## config.mk

```make
export PLATFORM = sky130hd
export DESIGN_NAME = sfc_seq
export DESIGN_NICKNAME = d
export VERILOG_FILES = /design/src/design/assert_macros.svh /design/src/design/sfc_pkg.sv /design/src/design/sfc_seq.sv
export SDC_FILE = /design/constraint.sdc
export NUM_CORES = 1
export LEC_CHECK = 0
export BUFFER_PORTS_ARGS = -buffer_cell sky130_fd_sc_hd__buf_2
export CORE_AREA = 10 10 88 90
export DETAILED_ROUTE_END_ITERATION = 7
export DIE_AREA = 0 0 98 100
export PLACE_DENSITY_LB_ADDON = 0.05
export SETUP_SLACK_MARGIN = 0.05
export SYNTH_ARGS = -nofsm -noshare
export SYNTH_HDL_FRONTEND = slang
export SYNTH_SLANG_ARGS = --single-unit
```

## constraint.sdc

```tcl
create_clock -name clk -period 2.08 [get_ports clk]
set_clock_uncertainty 0.2 [all_clocks]
set_input_delay 0.104 -clock clk [delete_from_list [all_inputs] [get_ports clk]]
set_output_delay 0.104 -clock clk [all_outputs]
set_load 0.005 [all_outputs]
```

## src/design/assert_macros.svh

```systemverilog
// ---------------------------------------------------------------------------
// Assertion macros used by the top-level design file
// ---------------------------------------------------------------------------
`ifndef ASSERT_MACROS_SVH
`define ASSERT_MACROS_SVH

// Same-cycle implication, disabled while reset is high
`define ASSERT_IMPLY(label, clk, rst, ante, cons) \
  label: assert property (@(posedge clk) disable iff (rst) (ante) |-> (cons)) \
    else $error("same-cycle implication failed");

// Next-cycle implication, disabled while reset is high
`define ASSERT_NEXT(label, clk, rst, ante, cons) \
  label: assert property (@(posedge clk) disable iff (rst) (ante) |=> (cons)) \
    else $error("next-cycle implication failed");

`endif

```

## src/design/sfc_pkg.sv

```systemverilog
// ---------------------------------------------------------------------------
// sfc_pkg
// Shared constants, types and helpers of the stereo FIR convolver.
// ---------------------------------------------------------------------------
`timescale 1ns / 1ps
`default_nettype none

package sfc_pkg;

  localparam int TAPS_DEFAULT = 210;
  localparam int LANES        = 2;

  localparam int SAMPLE_W     = 16;
  localparam int GAIN_W       = 16;
  localparam int TAP_IDX_W    = 8;
  localparam int REG_INDEX_W  = 1;

  localparam int GAIN_FRAC    = 12;
  localparam int COEF_FRAC    = 15;
  localparam int SCALE_SHIFT  = GAIN_FRAC + COEF_FRAC;

  localparam logic [GAIN_W-1:0] GAIN_RESET = 16'd8650;

  // Configuration register indexes
  localparam logic [REG_INDEX_W-1:0] REG_BYPASS = 1'b0;
  localparam logic [REG_INDEX_W-1:0] REG_GAIN   = 1'b1;

  // Input item kinds
  localparam logic KIND_AUDIO = 1'b0;
  localparam logic KIND_LOAD  = 1'b1;

  // Per-tap control from the sequencer to every lane
  typedef struct packed {
    logic clear;    // start of an item: zero the accumulator
    logic issue;    // read one tap this cycle
    logic hist_ok;  // the history word read holds a real sample
    logic last;     // final tap of the item
  } lane_ctrl_t;

  function automatic int addr_w(input int depth);
    return (depth > 1) ? $clog2(depth) : 1;
  endfunction

endpackage

`default_nettype wire

```

## src/design/sfc_seq.sv

```systemverilog
// ---------------------------------------------------------------------------
// sfc_seq
// Tap sequencer: delay-line pointers, fill count and per-tap control
// shared by both lanes.
// ---------------------------------------------------------------------------
`timescale 1ns / 1ps
`default_nettype none

module sfc_seq #(
  parameter int  TAPS   = sfc_pkg::TAPS_DEFAULT,
  localparam int ADDR_W = sfc_pkg::addr_w(TAPS),
  localparam int CNT_W  = $clog2(TAPS + 1)
) (
  input  wire logic                clk,
  input  wire logic                rst,
  input  wire logic                accept_audio,
  input  wire logic                lanes_done,
  input  wire logic                out_free,
  output logic                     busy,
  output logic                     push,
  output sfc_pkg::lane_ctrl_t      ctrl,
  output logic [ADDR_W-1:0]        hist_wr_addr,
  output logic [ADDR_W-1:0]        hist_rd_addr,
  output logic [ADDR_W-1:0]        coef_rd_addr
);

  typedef enum logic [3:0] {
    ST_IDLE = 4'b0001,
    ST_RUN  = 4'b0010,
    ST_WAIT = 4'b0100,
    ST_PUSH = 4'b1000
  } seq_state_t;

  localparam logic [CNT_W-1:0]  LAST_TAP = CNT_W'(TAPS - 1);
  localparam logic [CNT_W-1:0]  FULL     = CNT_W'(TAPS);
  localparam logic [ADDR_W-1:0] TOP_ADDR = ADDR_W'(TAPS - 1);

  seq_state_t        state;
  seq_state_t        state_next;
  logic [CNT_W-1:0]  cnt;
  logic [CNT_W-1:0]  fill;
  logic [CNT_W-1:0]  fill_next;
  logic [ADDR_W-1:0] head;
  logic [ADDR_W-1:0] head_next;
  logic [ADDR_W-1:0] rd_ptr;

  always_comb begin
    state_next = state;
    push       = 1'b0;
    unique case (state)
      ST_IDLE: begin
        if (accept_audio) state_next = ST_RUN;
      end
      ST_RUN: begin
        if (cnt == LAST_TAP) state_next = ST_WAIT;
      end
      ST_WAIT: begin
        if (lanes_done) state_next = ST_PUSH;
      end
      ST_PUSH: begin
        // hold the lane results until the output register is free
        if (out_free) begin
          push       = 1'b1;
          state_next = ST_IDLE;
        end
      end
      default: state_next = ST_IDLE;
    endcase
  end

  assign busy      = (state != ST_IDLE);
  assign head_next = (head == TOP_ADDR) ? '0 : head + ADDR_W'(1);
  assign fill_next = (fill == FULL) ? fill : fill + CNT_W'(1);

  assign ctrl.clear   = accept_audio;
  assign ctrl.issue   = (state == ST_RUN);
  assign ctrl.hist_ok = (cnt < fill);
  assign ctrl.last    = (cnt == LAST_TAP);

  assign hist_wr_addr = head;
  assign hist_rd_addr = rd_ptr;
  assign coef_rd_addr = cnt[ADDR_W-1:0];

  always_ff @(posedge clk) begin
    if (rst) begin
      state  <= ST_IDLE;
      cnt    <= '0;
      fill   <= '0;
      head   <= '0;
      rd_ptr <= '0;
    end else begin
      state <= state_next;
      if (accept_audio) begin
        cnt    <= '0;
        rd_ptr <= head;
        head   <= head_next;
        fill   <= fill_next;
      end else if (state == ST_RUN) begin
        cnt    <= cnt + CNT_W'(1);
        // walk from the newest sample back to the oldest
        rd_ptr <= (rd_ptr == '0) ? TOP_ADDR : rd_ptr - ADDR_W'(1);
      end
    end
  end

endmodule

`default_nettype wire

```

==> out/results.txt, run 1 <==
Max stage delay on crit path: 0.36 ns
Max Freq: 525.1 MHz
Final Max Tran Viols: 0
I/O pins: 35
Synth Cell Area: 2068 sq um
DR pass1 iterations: 5
Rows: 29
Die Y: 100 um
fraction of layout cells with a size suffix above 1: 28.67%
First DRT Iteration DRCs: 71
Synth Instances: 244
critical path class: flop to primary output
placed inst area: 2384 sq um
CP Launch Type: flop
post-synth top area cell: dfxtp_1
peak supply drop: 0.2833 mV
top cell family by delay on the critical path: flip-flops
top cells by area, synth: dfxtp_1 (35%), ha_1 (9.1%), nor2_1 (5.8%)
buffers plus inverters on the worst setup path: 1
fin area: 2575 sq um
worst-path maximum fanout: 7
CTS Buf Count: 5
pin count of the biggest net entering global routing: 24
width of the die: 98 um
number of global-route vias before repair: 1793
DP HPWL: 3.920 mm
final hold viol count: 0
final wirelength: 5.232 mm
H-tree Lvls: 2
CTS root buffer: clkbuf_8
P_leak: 0.001053 uW
Core Area: 6132 sq um
Worst EP required: 1.78 ns
Critical Path Sink Type: primary output
GPL Wtd Cong: 0.7399
Antenna diodes: 0
Crit-path slowest cell: dfxtp_2
Post-Syn Area per Cell: 8.476 sq um
TNS Setup: 0 ns
CTS Sinks: 36
Top FF cell, synth: dfxtp_1
number of flops mapped to enable cells by yosys: 0
Vias: 1854
Post-DRT Antenna Nets: 0
vias per cell: 5.011
status: complete, no violations
signal arrival time at the worst endpoint: 1.60 ns
Max Cap Violations: 0
CTS tree: yes
unrepaired setup endpoints after global routing: false
Syn Nets: 264
DRC: 0
pwr dens: 607.4 nW/um^2
initial core utilization: 33.73%
final number of setup-violating endpoints: 0
# port buffers: 34
Tot GR Track Use: 10.86%
asr flop ratio synth: 0%
minimum clock period: 1.904 ns
Clock Path Buffers: 2
Clock transition at path regs: 0.07 ns
warnings from Yosys: 0
antenna violations before repair: 0
die area: 9800 sq um
Nets: 313
Layout Area Growth over Synthesis: 24.50%
slew at the pin closest to its max-slew limit: 0.4552 ns
Slew headroom: 69.39%
crit share post-route: 91.56%
Unique masters post-synth: 52
wire per inst: 14.14 um
post-synthesis register bit count: 36
CP Cell Sequence: ha_1 > nand3_1 > nand2_1 > a41o_1 > a31oi_1 > buf_2
GRT Residual Overflow: 0
first-pass GRT wire length: 8.935 mm
clock latency at the later pin of the worst-skew pair: 0.28 ns
Hold Path Class: input port to flop
sequential area share after synthesis: 34.85%
Synth top area share: 34.85%
[worst paths after layout]
path / from / cells after the start / endpoint / slack, ns
max: coef_rd_addr[4] / 6 / ctrl[1] / 0.18
min: accept_audio / 3 / hist_rd_addr[6] / 0.01
max reg2reg: fill[0] / 6 / fill[1] / 0.18
min reg2reg: fill[6] / 2 / fill[6] / 0.32
[report_power, final]
| group | internal (uW) | total (uW) | switching (uW) | leakage, uW |
|---|---|---|---|---|
| clock | 295 | 530 | 235 | 0.0000503 |
| sequential | 715 | 738 | 22.9 | 0.000297 |
| combinational | 138 | 296 | 158 | 0.000706 |
| total | 1150 | 1560 | 416 | 0.00105 |
[area by class of cell]
type	count	area, sq um
multi-input combinational	179	1259
timing repair buffer	54	325.3
inverter	17	63.81
tap	77	96.34
fill	640	3557
clock buffer	7	96.34
sequential	36	734.5
[cell families after synthesis]
logic type | count (synthesis) | share of synthesized area (%)
flops | 36 | 34.85
fa+ha+maj | 15 | 9.074
xor+xnor | 21 | 8.893
simple gates | 98 | 24.92
mux | 1 | 0.5444
compound gates | 44 | 15.55
buf+inv | 29 | 6.170
[per-stage QoR]
step,std cells,setup WS [ns],total power [uW],hold slack (ns),util [%]
detailed placement,358,0.1686,1045,0.2333,38.87
CTS,368,0.01865,1593,0.01068,40.95
finish,370,0.1756,1564,0.01396,41.99
global placement,358,0.1944,1049,0.2536,38.87
global route,370,0.04671,1665,0.03400,41.99
floorplan,244,0.2077,950.1,-0.01916,-
[layer usage]
layer	vias to the layer above	part of all wire (%)	track usage, %
li1	966	-	-
met1	850	51	14.69
met2	36	43	15.84
met3	2	5.8	3.846
met4	0	0.48	3.020
met5	-	0	0
[state kept, by name (all words and copies together), names as in the netlist]
register      flops
coef_rd_addr      8
hist_rd_addr      8
state             4
hist_wr_addr      8
fill              8
[layout by cell type (no fill, tap or decap), types with 10 or more instances in the layout]
| cell type | synthesis | routed |
|---|---|---|
| xnor2_1 | 12 | 12 |
| inv_1 | 16 | 14 |
| nand4_1 | 10 | 10 |
| buf_4 | 2 | 18 |
| nand2_1 | 15 | 15 |
| nor2_1 | 32 | 32 |
| ha_1 | 15 | 13 |
| dfxtp_1 | 36 | 27 |
| buf_2 | 3 | 34 |
[cells in the mapped netlist, types with 2 or more instances]
cell type and count:
a211oi_1 2, a21o_1 2, a21oi_1 8, a221oi_1 2
a31oi_1 3, buf_2 3, buf_4 2, clkbuf_1 5
dfxtp_1 36, ha_1 15, inv_1 16, nand2_1 15
nand2b_1 2, nand3_1 3, nand4_1 10, nand4b_1 3
nor2_1 32, nor2b_1 2, nor3_1 9, nor3b_1 2
nor4_1 4, nor4b_1 4, o21a_1 2, o21ai_0 9
o21bai_1 2, or2_2 2, or3_1 5, xnor2_1 12
xor2_1 9
[tightest hold or removal path, cell delays in order]
cell     delay [ns]
buf_2          0.18
nand2_1        0.10
a21oi_1        0.06
[timing repair]
action / CTS / global route
buffers inserted: 1 / 2
hold endpoints to repair: 2 / 0
resized for setup: 3 / 14
endpoints found under the setup margin: 2 / 3
pin swaps: 0 / 3
hold buffers: 2 / 0
Note: power is estimated with default switching activity, not from simulation.
==> run 2: changes to the inputs <==
--- a/config.mk
+++ b/config.mk
@@ -6,9 +6,9 @@
 export NUM_CORES = 1
 export LEC_CHECK = 0
 export BUFFER_PORTS_ARGS = -buffer_cell sky130_fd_sc_hd__buf_2
-export CORE_AREA = 10 10 88 90
+export CORE_AREA = 10 10 80 99
 export DETAILED_ROUTE_END_ITERATION = 7
-export DIE_AREA = 0 0 98 100
+export DIE_AREA = 0 0 90 109
 export PLACE_DENSITY_LB_ADDON = 0.05
 export SETUP_SLACK_MARGIN = 0.05
 export SYNTH_ARGS = -nofsm -noshare
==> run 2 against run 1 <==
  * Total power fell by 1.4%
  * Combinational power fell by 2%
  * Largest cell class unchanged
  * Setup slack worse by 0.031 ns
  * Die area grew 0.10%
  * Global-route usage rose by 0.073 points
  * Wire length increased by 2.4%
  * Critical path type is now flop to flop
  * Flip-flop and latch count stayed put
  * Sequential share of layout area is 0.15 points lower
  * Final area stayed put
  * Utilization increased by 0.60 points
  * First-iteration DRC count fell by 23%
  * Cell count up 2.2%
==> out/results.txt, run 2 (synthesis gave the netlist of run 1 again) <==
status: complete, no violations
H-tree Lvls: 2
CP Launch Type: flop
width of the die: 90 um
Core Area: 6046 sq um
peak supply drop: 0.2186 mV
pwr dens: 599.1 nW/um^2
HP Start: accept_audio
Max stage delay on crit path: 0.67 ns
CTS Sinks: 36
First DRT Iteration DRCs: 55
Hold Path Class: input port to flop
critical path launch point: state[3]
DR pass1 iterations: 4
R2R depth: 6
Layout Area Growth over Synthesis: 24.50%
DRC: 0
buffers plus inverters on the worst setup path: 2
Crit path depth: 6
Clock transition at path regs: 0.07 ns
Hold Slack: 0.02388 ns
vias per cell: 4.981
clock latency at the later pin of the worst-skew pair: 0.28 ns
worst reg2reg startpoint: state[3]
Clock Path Buffers: 2
most common cell after layout, fill and taps aside: buf_2
slew at the pin closest to its max-slew limit: 0.4581 ns
Filler cells: 634
I/O pins: 35
Crit-path slowest cell: or4b_1
minimum clock period: 1.936 ns
utilization after layout: 42.59%
Rows: 32
final number of setup-violating endpoints: 0
wire per inst: 14.17 um
unrepaired setup endpoints after global routing: true
GRT Residual Overflow: 0
Antenna diodes: 0
DP HPWL: 4.157 mm
Slew headroom: 69.46%
Die Y: 109 um
CTS Buf Count: 5
number of global-route vias before repair: 1839
antenna violations before repair: 0
top cell family by delay on the critical path: simple AND/OR/NAND/NOR gates
fin worst setup slack: 0.1442 ns
worst-path maximum fanout: 11
final wirelength: 5.357 mm
Post-DRT Antenna Nets: 0
placed insts: 367
initial core utilization: 34.21%
reg2reg end: coef_rd_addr[4]
Worst EP required: 2.05 ns
die area: 9810 sq um
pre-CTS setup slack: 0.1378 ns
signal arrival time at the worst endpoint: 1.91 ns
Nets: 312
Vias: 1883
CP Cell Sequence: or4b_1 > inv_4 > buf_4 > nand4_1 > xor2_1 > nor2_1
crit share post-route: 93.07%
Tot GR Track Use: 10.94%
Final Max Tran Viols: 0
worst hold endpoint: fill[4]
CTS tree: yes
final hold viol count: 0
# port buffers: 34
Critical Path Sink Type: flop
Max Freq: 516.6 MHz
FF-to-FF setup slack: 0.14 ns
Layout Cells excl Fill: 378
first-pass GRT wire length: 8.880 mm
CTS root buffer: clkbuf_8
Max Cap Violations: 0
pin count of the biggest net entering global routing: 24
most frequent cells in the layout: buf_2 (34), nor2_1 (32), dfxtp_1 (30)
fraction of layout cells with a size suffix above 1: 28.33%
TNS Setup: 0 ns
P_leak: 0.001044 uW
Hold Crit Depth: 4
critical path class: flop to flop
GPL Wtd Cong: 0.7310
-- run 2: worst register-to-register path, cell delays in order, from the launching register on --
cell and delay, ns:
dfxtp_1 0.31, or4b_1 0.67, inv_4 0.17, buf_4 0.16
nand4_1 0.11, xor2_1 0.15, nor2_1 0.06
-- run 2: through the flow --
step,power (uW),cell area (sq um)
after global routing,1636,2575
after CTS,1570,2525
final,1543,2575
after detailed placement,1042,2401
after global placement,1043,2401
after floorplan,950.1,2068
-- run 2: final cells by class --
type,instances,area [sq um],share of cell area [%]
Sequential cell,36,730.7,28.38
Clock buffer,6,82.58,3.207
Timing Repair Buffer,53,317.8,12.34
Clock inverter,2,10.01,0.3887
Inverter,17,66.31,2.575
Tap cell,85,106.4,4.130
Multi-Input combinational cell,179,1261,48.98
-- run 2: repair_timing --
item,CTS,global route
setup endpoints to repair,1,5
pin swaps,0,1
setup buffers,1,0
gates resized for setup,4,14
hold endpoints to repair,2,0
hold buffers,2,0
-- run 2: worst max-delay path by stage --
stage | end | slack [ns]
after floorplan | hist_rd_addr[3] | 0.21
after global routing | ctrl[1] | 0.02
after global placement | coef_rd_addr[6] | 0.17
final | coef_rd_addr[4] | 0.14
after detailed placement | coef_rd_addr[4] | 0.14
after CTS | ctrl[1] | 0.05
-- run 2: routing by layer --
layer	GRT usage, %	share of wire (%)
met3	2.613	2.6
met1	12.58	46
met4	3.759	0.67
met5	0	0
met2	19.54	51
-- run 2: where the power goes --
part	switching, uW	internal, uW	total (uW)
sequential	25.3	715	740
combinational	157	132	289
clock	249	264	514
total	431	1110	1540
==> run 3: changes to the inputs <==
--- a/config.mk
+++ b/config.mk
@@ -6,9 +6,11 @@
 export NUM_CORES = 1
 export LEC_CHECK = 0
 export BUFFER_PORTS_ARGS = -buffer_cell sky130_fd_sc_hd__buf_2
-export CORE_AREA = 10 10 80 99
+export CELL_PAD_IN_SITES_DETAIL_PLACEMENT = 0
+export CELL_PAD_IN_SITES_GLOBAL_PLACEMENT = 2
+export CORE_AREA = 10 10 82 102
 export DETAILED_ROUTE_END_ITERATION = 7
-export DIE_AREA = 0 0 90 109
+export DIE_AREA = 0 0 92 112
 export PLACE_DENSITY_LB_ADDON = 0.05
 export SETUP_SLACK_MARGIN = 0.05
 export SYNTH_ARGS = -nofsm -noshare
==> run 3 against run 2 <==
  * Sequential share of layout area down 0.46 points
  * Total power up 1.7%
  * Setup slack better by 0.011 ns
  * Count of clock-buffer cells in the layout unchanged
  * Combinational power up 6.9%
  * Wire length up 4.0%
  * Global-route usage down 0.18 points
  * Critical path depth down 3
==> out/results.txt, run 3 (synthesis gave the netlist of run 1 again) <==
status: complete, no violations
CTS Buf Count: 5
placed insts: 373
Crit path depth: 3
Clock transition at path regs: 0.07 ns
Core Area: 6441 sq um
width of the die: 92 um
utilization after layout: 40.50%
peak supply drop: 0.2014 mV
First DRT Iteration DRCs: 76
antenna violations before repair: 0
slew at the pin closest to its max-slew limit: 0.4508 ns
Clock Path Buffers: 2
critical path class: flop to primary output
Vias: 1869
Max Freq: 519.6 MHz
Filler cells: 699
Layout Cells excl Fill: 385
worst-path maximum fanout: 6
first-pass GRT wire length: 9.177 mm
pre-CTS setup slack: 0.2051 ns
die area: 10300 sq um
worst reg2reg startpoint: state[3]
Slew headroom: 69.94%
Die Y: 112 um
final number of setup-violating endpoints: 0
GPL Wtd Cong: 0.8004
TNS Setup: 0 ns
P_leak: 0.001073 uW
crit share post-route: 92.53%
Hold Slack: 0.07009 ns
clock latency at the later pin of the worst-skew pair: 0.29 ns
wire per inst: 14.48 um
reg2reg end: coef_rd_addr[3]
CP Cell Sequence: buf_4 > or4b_2 > buf_2
Max Cap Violations: 0
GRT Residual Overflow: 0
Antenna diodes: 0
Layout Area Growth over Synthesis: 26.13%
vias per cell: 4.855
fin worst setup slack: 0.1554 ns
Rows: 33
Worst EP required: 1.78 ns
DP HPWL: 4.245 mm
Post-DRT Antenna Nets: 0
H-tree Lvls: 2
pin count of the biggest net entering global routing: 19
# port buffers: 34
initial core utilization: 32.11%
Max stage delay on crit path: 0.72 ns
DRC: 0
number of global-route vias before repair: 1750
worst hold endpoint: fill[3]
Final Max Tran Viols: 0
Nets: 317
HP Start: accept_audio
Critical Path Sink Type: primary output
R2R depth: 4
Crit-path slowest cell: or4b_2
Tot GR Track Use: 10.76%
I/O pins: 35
minimum clock period: 1.925 ns
most frequent cells in the layout: buf_2 (34), nor2_1 (32), dfxtp_1 (30)
fraction of layout cells with a size suffix above 1: 27.52%
CTS tree: yes
top cell family by delay on the critical path: simple AND/OR/NAND/NOR gates
DR pass1 iterations: 4
Hold Crit Depth: 4
CP Launch Type: flop
CTS root buffer: clkbuf_8
Hold Path Class: input port to flop
most common cell after layout, fill and taps aside: buf_2
buffers plus inverters on the worst setup path: 2
final hold viol count: 0
signal arrival time at the worst endpoint: 1.62 ns
pwr dens: 601.5 nW/um^2
unrepaired setup endpoints after global routing: false
CTS Sinks: 36
final wirelength: 5.573 mm
FF-to-FF setup slack: 0.16 ns
-- run 3: stage by stage --
| stage | total power, uW | area [sq um] |
|---|---|---|
| after floorplan | 950.1 | 2068 |
| after global placement | 1063 | 2446 |
| after detailed placement | 1060 | 2446 |
| after CTS | 1597 | 2581 |
| after global routing | 1656 | 2609 |
| final | 1569 | 2609 |
-- run 3: how the worst max path moves through the flow --
| stage | startpoint | endpoint |
|---|---|---|
| floorplan | state[1] | hist_rd_addr[3] |
| global placement | state[3] | coef_rd_addr[3] |
| detailed placement | state[3] | coef_rd_addr[4] |
| CTS | fill[5] | ctrl[1] |
| global route | fill[4] | ctrl[1] |
| finish | state[3] | busy |
-- run 3: timing repair --
action,in CTS,in global routing
pin swaps,1,2
hold buffers,3,0
hold endpoints to repair,11,0
resized for setup,5,7
buffers inserted,1,0
endpoints found under the setup margin,1,3
-- run 3: layer usage --
layer	up-vias	global-route usage [%]	share of wire, %
li1	969	-	-
met1	867	13.62	48
met2	28	17.36	47
met3	5	2.688	3.3
met4	0	3.402	1.1
met5	-	0	0
-- run 3: where the power goes --
group	leakage [uW]	internal [uW]	switching, uW
Clock	0.0000510	265	260
Combinational	0.000727	143	166
Sequential	0.000295	715	20.9
-- run 3: final cells by class --
class	instances	area [sq um]	area share [%]
repair buffers	58	370.4	14.20
flip-flops and latches	36	728.2	27.91
multi-input cells	179	1242	47.63
well taps	87	108.9	4.173
clock inverters	2	10.01	0.3837
inverters	17	66.31	2.542
clock buffers	6	82.58	3.165
-- run 3: worst min-delay path: stages --
cell and delay, ns:
buf_2 0.18, nand4_1 0.11, xnor2_1 0.06, nor2_1 0.07
